==> config.mk <==
export PLATFORM = sky130hd
export DESIGN_NAME = counting_semaphore_table
export DESIGN_NICKNAME = d
export VERILOG_FILES = /design/src/hw/rtl/csem_pkg.sv /design/src/hw/rtl/csem_free_find.sv /design/src/hw/rtl/csem_store.sv /design/src/hw/rtl/counting_semaphore_table.sv
export SDC_FILE = /design/constraint.sdc
export NUM_CORES = 2
export LEC_CHECK = 0
export BUFFER_PORTS_ARGS = -buffer_cell sky130_fd_sc_hd__clkbuf_2
export CORE_MARGIN = 2
export CORE_UTILIZATION = 47
export DETAILED_ROUTE_END_ITERATION = 8
export PLACE_DENSITY_LB_ADDON = 0.1
export SLEW_MARGIN = 10
export SYNTH_ARGS = -nofsm -noshare
export SYNTH_HDL_FRONTEND = slang
export SYNTH_SLANG_ARGS = --single-unit
==> constraint.sdc <==
create_clock -name clock -period 7 [get_ports clock]
set_input_delay 1.4 -clock clock [delete_from_list [all_inputs] [get_ports clock]]
set_output_delay 1.4 -clock clock [all_outputs]
set_load 0.02 [all_outputs]
==> src/hw/rtl/csem_pkg.sv <==
`timescale 1ns / 1ps

package csem_pkg;

   localparam int DEF_SLOTS      = 64;
   localparam int DEF_COUNT_BITS = 16;
   localparam int OPCODE_BITS    = 2;
   localparam int ID_BITS        = 7;
   localparam int IN_COUNT_BITS  = 16;
   localparam int STATUS_BITS    = 3;

   typedef enum logic [OPCODE_BITS-1:0] {
      OP_CREATE = 2'd0,
      OP_WAIT   = 2'd1,
      OP_SIGNAL = 2'd2,
      OP_DELETE = 2'd3
   } opcode_type;

   typedef enum logic [STATUS_BITS-1:0] {
      ST_OK          = 3'd0,
      ST_BAD_ID      = 3'd1,
      ST_NOT_EXIST   = 3'd2,
      ST_WOULD_BLOCK = 3'd3,
      ST_NO_SLOT     = 3'd4
   } status_type;

endpackage

==> src/hw/rtl/csem_free_find.sv <==
`timescale 1ns / 1ps

module csem_free_find import csem_pkg::*; #(
   parameter int SLOTS   = DEF_SLOTS,
   parameter int SLOT_IW = 6
) (
   input  logic [SLOTS-1:0]   active,
   output logic               found,
   output logic [SLOT_IW-1:0] index
);

   always_comb begin
      found = 1'b0;
      index = '0;
      for (int i = SLOTS - 1; i >= 0; i--) begin
         if (!active[i]) begin
            found = 1'b1;
            index = SLOT_IW'(i);
         end
      end
   end

endmodule

==> src/hw/rtl/csem_store.sv <==
`timescale 1ns / 1ps

module csem_store import csem_pkg::*; #(
   parameter int SLOTS      = DEF_SLOTS,
   parameter int COUNT_BITS = DEF_COUNT_BITS,
   parameter int SLOT_IW    = 6
) (
   input  logic                    clock,
   input  logic                    rd_en,
   input  logic [SLOT_IW-1:0]      rd_addr,
   output logic [2*COUNT_BITS-1:0] rd_data,
   input  logic                    wr_en,
   input  logic [SLOT_IW-1:0]      wr_addr,
   input  logic [2*COUNT_BITS-1:0] wr_data
);

   logic [2*COUNT_BITS-1:0] mem [SLOTS];
   logic [2*COUNT_BITS-1:0] rd_data_ff;

   always_ff @(posedge clock) begin
      if (wr_en) begin
         mem[wr_addr] <= wr_data;
      end
      if (rd_en) begin
         rd_data_ff <= mem[rd_addr];
      end
   end

   assign rd_data = rd_data_ff;

endmodule

==> src/hw/rtl/counting_semaphore_table.sv <==
`timescale 1ns / 1ps

// Table of counting semaphores driven by one command per transfer.
// The request channel (req_*) carries an opcode (create, wait, signal,
// delete), a one-based id and, for create, the initial count and ceiling.
// The response channel (rsp_*) returns a status code and, for a
// successful create, the id given out; every request yields exactly one
// response, in order.
// A request transfer also reads the slot's count and ceiling from the
// synchronous count memory and latches the lowest free slot; the update
// state then does the read-modify-write and loads the response register.
// No further request is taken until that update is done, and the
// response is driven from the response register.
// A new request is accepted while a response still waits; if the
// receiver stalls, the second command holds in its update state until the
// waiting response is taken. Reset clears all active marks and empties
// the response register; count memory contents are not cleared.

module counting_semaphore_table import csem_pkg::*; #(
   parameter int SLOTS      = DEF_SLOTS,
   parameter int COUNT_BITS = DEF_COUNT_BITS
) (
   input  logic                     clock,
   input  logic                     reset,
   input  logic                     req_valid,
   output logic                     req_ready,
   input  logic [OPCODE_BITS-1:0]   req_opcode,
   input  logic [ID_BITS-1:0]       req_sem_id,
   input  logic [IN_COUNT_BITS-1:0] req_initial_count,
   input  logic [IN_COUNT_BITS-1:0] req_max_count,
   output logic                     rsp_valid,
   input  logic                     rsp_ready,
   output logic [STATUS_BITS-1:0]   rsp_status,
   output logic [ID_BITS-1:0]       rsp_new_id
);

   localparam int SlotIw = (SLOTS > 1) ? $clog2(SLOTS) : 1;
   localparam logic [COUNT_BITS-1:0] CountTop = '1;

   typedef enum logic [1:0] {
      S_IDLE = 2'b01,
      S_EXEC = 2'b10
   } state_type;

   state_type                state_ff, state_in;
   opcode_type               op_ff;
   logic                     id_ok_ff;
   logic [SlotIw-1:0]        slot_ff;
   logic [IN_COUNT_BITS-1:0] init_ff, max_ff;
   logic                     free_found_ff;
   logic [SlotIw-1:0]        free_idx_ff;
   logic [SLOTS-1:0]         active_ff, active_in;
   logic                     rsp_valid_ff, rsp_valid_in;
   status_type               rsp_status_ff, rsp_status_in;
   logic [ID_BITS-1:0]       rsp_new_id_ff, rsp_new_id_in;

   logic                     req_fire, go, req_id_ok;
   logic [SlotIw-1:0]        req_slot;
   logic                     free_found;
   logic [SlotIw-1:0]        free_idx;
   logic [2*COUNT_BITS-1:0]  rd_data, wr_data;
   logic                     wr_en;
   logic [SlotIw-1:0]        wr_addr;
   logic [COUNT_BITS-1:0]    cur_count, cur_limit;
   logic [COUNT_BITS-1:0]    fit_init, fit_max;

   function automatic logic [COUNT_BITS-1:0] fit_count(input logic [IN_COUNT_BITS-1:0] v);
      logic [32:0] ext_v;
      logic [32:0] top_v;
      ext_v = 33'(v);
      top_v = 33'(CountTop);
      fit_count = (ext_v > top_v) ? CountTop : COUNT_BITS'(ext_v);
   endfunction

   assign req_ready = (state_ff == S_IDLE);
   assign req_fire  = req_valid && req_ready;
   assign go        = (state_ff == S_EXEC) && (!rsp_valid_ff || rsp_ready);
   assign req_id_ok = (req_sem_id != '0) && (req_sem_id <= ID_BITS'(SLOTS));
   assign req_slot  = SlotIw'(req_sem_id - ID_BITS'(1));

   csem_free_find #(
      .SLOTS   (SLOTS),
      .SLOT_IW (SlotIw)
   ) u_free_find (
      .active (active_ff),
      .found  (free_found),
      .index  (free_idx)
   );

   csem_store #(
      .SLOTS      (SLOTS),
      .COUNT_BITS (COUNT_BITS),
      .SLOT_IW    (SlotIw)
   ) u_store (
      .clock   (clock),
      .rd_en   (req_fire),
      .rd_addr (req_slot),
      .rd_data (rd_data),
      .wr_en   (wr_en),
      .wr_addr (wr_addr),
      .wr_data (wr_data)
   );

   assign cur_count = rd_data[COUNT_BITS-1:0];
   assign cur_limit = rd_data[2*COUNT_BITS-1:COUNT_BITS];
   assign fit_init  = fit_count(init_ff);
   assign fit_max   = fit_count(max_ff);

   always_comb begin
      state_in      = state_ff;
      active_in     = active_ff;
      wr_en         = 1'b0;
      wr_addr       = slot_ff;
      wr_data       = {cur_limit, cur_count};
      rsp_status_in = rsp_status_ff;
      rsp_new_id_in = rsp_new_id_ff;
      rsp_valid_in  = rsp_valid_ff && !rsp_ready;

      unique case (state_ff)
         S_IDLE: begin
            if (req_fire) begin
               state_in = S_EXEC;
            end
         end
         S_EXEC: begin
            if (go) begin
               state_in      = S_IDLE;
               rsp_valid_in  = 1'b1;
               rsp_status_in = ST_OK;
               rsp_new_id_in = '0;
               unique case (op_ff)
                  OP_CREATE: begin
                     if (free_found_ff) begin
                        active_in[free_idx_ff] = 1'b1;
                        wr_en         = 1'b1;
                        wr_addr       = free_idx_ff;
                        wr_data       = {fit_max, fit_init};
                        rsp_new_id_in = ID_BITS'(free_idx_ff) + ID_BITS'(1);
                     end else begin
                        rsp_status_in = ST_NO_SLOT;
                     end
                  end
                  OP_DELETE: begin
                     if (!id_ok_ff) begin
                        rsp_status_in = ST_BAD_ID;
                     end else begin
                        active_in[slot_ff] = 1'b0;
                     end
                  end
                  OP_WAIT: begin
                     if (!id_ok_ff) begin
                        rsp_status_in = ST_BAD_ID;
                     end else if (!active_ff[slot_ff]) begin
                        rsp_status_in = ST_NOT_EXIST;
                     end else if (cur_count != '0) begin
                        wr_en   = 1'b1;
                        wr_data = {cur_limit, cur_count - COUNT_BITS'(1)};
                     end else begin
                        rsp_status_in = ST_WOULD_BLOCK;
                     end
                  end
                  OP_SIGNAL: begin
                     if (!id_ok_ff) begin
                        rsp_status_in = ST_BAD_ID;
                     end else if (!active_ff[slot_ff]) begin
                        rsp_status_in = ST_NOT_EXIST;
                     end else if (cur_count < cur_limit) begin
                        wr_en   = 1'b1;
                        wr_data = {cur_limit, cur_count + COUNT_BITS'(1)};
                     end
                  end
               endcase
            end
         end
      endcase
   end

   always_ff @(posedge clock) begin
      if (reset) begin
         state_ff     <= S_IDLE;
         active_ff    <= '0;
         rsp_valid_ff <= 1'b0;
      end else begin
         state_ff     <= state_in;
         active_ff    <= active_in;
         rsp_valid_ff <= rsp_valid_in;
      end
   end

   always_ff @(posedge clock) begin
      if (req_fire) begin
         op_ff         <= opcode_type'(req_opcode);
         id_ok_ff      <= req_id_ok;
         slot_ff       <= req_slot;
         init_ff       <= req_initial_count;
         max_ff        <= req_max_count;
         free_found_ff <= free_found;
         free_idx_ff   <= free_idx;
      end
      rsp_status_ff <= rsp_status_in;
      rsp_new_id_ff <= rsp_new_id_in;
   end

   assign rsp_valid  = rsp_valid_ff;
   assign rsp_status = rsp_status_ff;
   assign rsp_new_id = rsp_new_id_ff;

   a_exec_holds_on_stall: assert property (@(posedge clock) disable iff (reset)
      (state_ff == S_EXEC) && rsp_valid_ff && !rsp_ready |=> (state_ff == S_EXEC))
      else $error("update step advanced while a response was still waiting");

   a_write_only_in_exec: assert property (@(posedge clock) disable iff (reset)
      wr_en |-> go)
      else $error("count memory written outside the update step");

   a_id_only_on_ok: assert property (@(posedge clock) disable iff (reset)
      rsp_valid_ff && (rsp_status_ff != ST_OK) |-> (rsp_new_id_ff == '0))
      else $error("nonzero id returned with a failing status");

   a_no_slot_means_full: assert property (@(posedge clock) disable iff (reset)
      rsp_valid_ff && (rsp_status_ff == ST_NO_SLOT) |-> ($countones(active_ff) == SLOTS))
      else $error("no-free-slot status reported while a slot is free");

endmodule
==> out/qor.yml <==
synth_edf_count: 2138
grt.overflow.total: 0
finalCritPeriodShare_pct: 70.74
wl_um: 237100
clk_pin_slew_ps: 60
worstMarginPinSlew_ps: 1234
ys_ff_latch: 2205
drc: 0
final_common_cell: "edfxtp_1"
synthTopCellsByArea: "edfxtp_1 74%, mux4_2 17%, dfxtp_1 1.5%"
insertion_delay_ps: 870
holdWs_ps: 498.9
leakage_nw: 30.35
nFillCells: 14130
pre_cts_slack_ps: 1828
seqPwrFrac_pct: 52.1
crit_fanout: 35
cts_hold_repair.buffers: 0
reg2reg_slack_ps: 2050
rows: 158
wl_per_cell_um: 34.35
dr.first_iter.drc_count: 5694
powerDensity_mw_per_mm2: 290.3
layout.nets: 4302
synth_ff_type: "edfxtp_1"
grt_start_max_net_pins: 90
cts_made_buffers: 222
final_hold_viol_count: 0
ios: 57
syn_inst: 4018
layout-drive-gt1-share_pct: 30.19
cts_root_buffer: "clkbuf_16"
die-area_mm2: 0.1888
power_switching_mw: 6.466
post_cts_buffers: 0
required_ps: 7700
hpwl_um: 127900
num_vias: 43360
yosysTopAreaCellShare_pct: 73.70
slew_headroom_pct: 17.73
drv_cap: 0
avgSynthCellArea_um2: 21.68
fmax_ghz: 0.2019
intPower_mw: 22.19
slew_viol_final: 0
synthesis.area_mm2: 0.08711
layout_common_cells: "2138 x edfxtp_1, 674 x mux4_2, 226 x clkbuf_16"
start_kind: "flop"
tns_ps: 0
core-area_mm2: 0.1848
hold_path.class: "flop to flop"
cts_max_level: 4
worstSetupPathType: "flop to flop"
die_x_um: 434.5
utilization_pct: 53.41
clkPwrFrac_pct: 40.2
synthToLayoutAreaGrowth_pct: 13.34
clockBufferDepth: 3
antenna_found_initial: 19
ys_seq_area_share_pct: 75.24
dr.pass1.iters: 5
worst_slack_ps: 2048
synth_warnings: 0
switching_share_pct: 22.56
status: "finished, final reports clean"
grt_setup_unrepaired: "no"
ir_worst_vdd_mv: 0.1979
die_h_um: 434.5
syn_nets: 4087
start_util_pct: 47.13
finalClockSkew_ps: 30.07
gp_congestion: 0.9198
arrival_ps: 5650
grt_usage_pct: 25.31
ant_nets: 0
tritoncts: "done"
cts.sinks: 2205
async_flop_share_pct: 0
grt_pass1_vias: 42670
cts_resized: 0
setup_violations: 0
avgViaCountPerCell: 6.282
grt_pass1_wl_um: 331100
period_minus_slack_ps: 4952
io_buffers: 56
end_kind: "flop"
synth_area_leader_cell: "edfxtp_1"
p_comb_share_pct: 7.7
yosysUniqueCellTypes: 81
==> flip-flops by register name, indices dropped and copies added, names as in the netlist <==
signal and count:
free_idx_ff 6, u_store.mem 2048, op_ff 2, state_ff 2
rsp_status 3, fit_init 16, active_ff 64, u_store.rd_data 32
id_ok_ff 1, rsp_valid 1, fit_max 16, rsp_new_id 7
slot_ff 6, free_found_ff 1
==> layout make-up <==
cell class	instances	area [um2]	share of cell area, %
flip-flops and latches	2205	65540	66.39
repair buffers	214	1727	1.749
clock buffers	278	5911	5.987
clock inverters	132	1102	1.116
well taps	2480	3103	3.143
multi-input cells	1531	21120	21.39
diodes	3	7.507	0.007604
inverters	59	221.5	0.2243
==> critical path, cell delays in order, from the launching register on <==
cell	delay, ps
edfxtp_1	670
buf_4	330
nand2b_1	230
o221ai_1	140
a211o_1	340
a2bb2oi_1	400
nand2_1	220
nor4b_4	610
and3_4	310
mux2_4	310
o221ai_4	820
buf_4	340
==> cells by family (layout without fill, tap and decap cells) <==
family,Yosys count,count (layout),synth area share (%)
compound gates,302,302,2.170
other cells,0,3,0
flops,2205,2205,75.24
xor+xnor,10,10,0.1005
simple gates,474,474,2.791
buf+inv,282,683,1.350
fa+ha+maj,24,24,0.3447
mux,721,721,18.00
==> worst paths after layout <==
| path | startpoint | end | cells past startpoint |
|---|---|---|---|
| min reg2reg | rsp_valid | rsp_valid | 2 |
| max reg2reg | slot_ff[2] | u_store.mem[20][6] | 11 |
| min | rsp_valid | rsp_valid | 2 |
| max | slot_ff[2] | u_store.mem[20][6] | 11 |
==> Yosys cell counts (43+ instances only) <==
master	instances
nand3_1	43
o21ai_0	92
nand2_1	135
edfxtp_1	2138
buf_1	48
a21oi_1	91
mux4_2	674
dfxtp_1	67
inv_1	58
clkbuf_1	144
nor2_1	72
nor4_1	71
nor3_1	46
==> metal layers <==
layer | vias up | share of wire [%] | GRT usage, %
li1 | 17550 | - | -
met1 | 23600 | 43 | 37.45
met2 | 1848 | 47 | 39.53
met3 | 353 | 7.5 | 4.178
met4 | 0 | 2.3 | 6.569
met5 | - | 0 | 0
==> per-stage QoR <==
step / instance area (um2) / total power [mW] / std cells
CTS: 98680 / 28.86 / 6898
detailed placement: 91660 / 17.43 / 6488
global route: 98720 / 29.49 / 6899
floorplan: 87110 / 16.54 / 4018
global placement: 91660 / 17.39 / 6488
finish: 98730 / 28.66 / 6902
==> power by group through the flow <==
stage | clock (mW) | sequential (mW) | combinational, mW
floorplan | 0 | 15.2 | 1.36
global placement | 0 | 15.2 | 2.17
detailed placement | 0 | 15.2 | 2.21
CTS | 11.7 | 14.9 | 2.21
global route | 12.2 | 14.9 | 2.35
finish | 11.5 | 14.9 | 2.21
(Power assumes the default switching activity.)
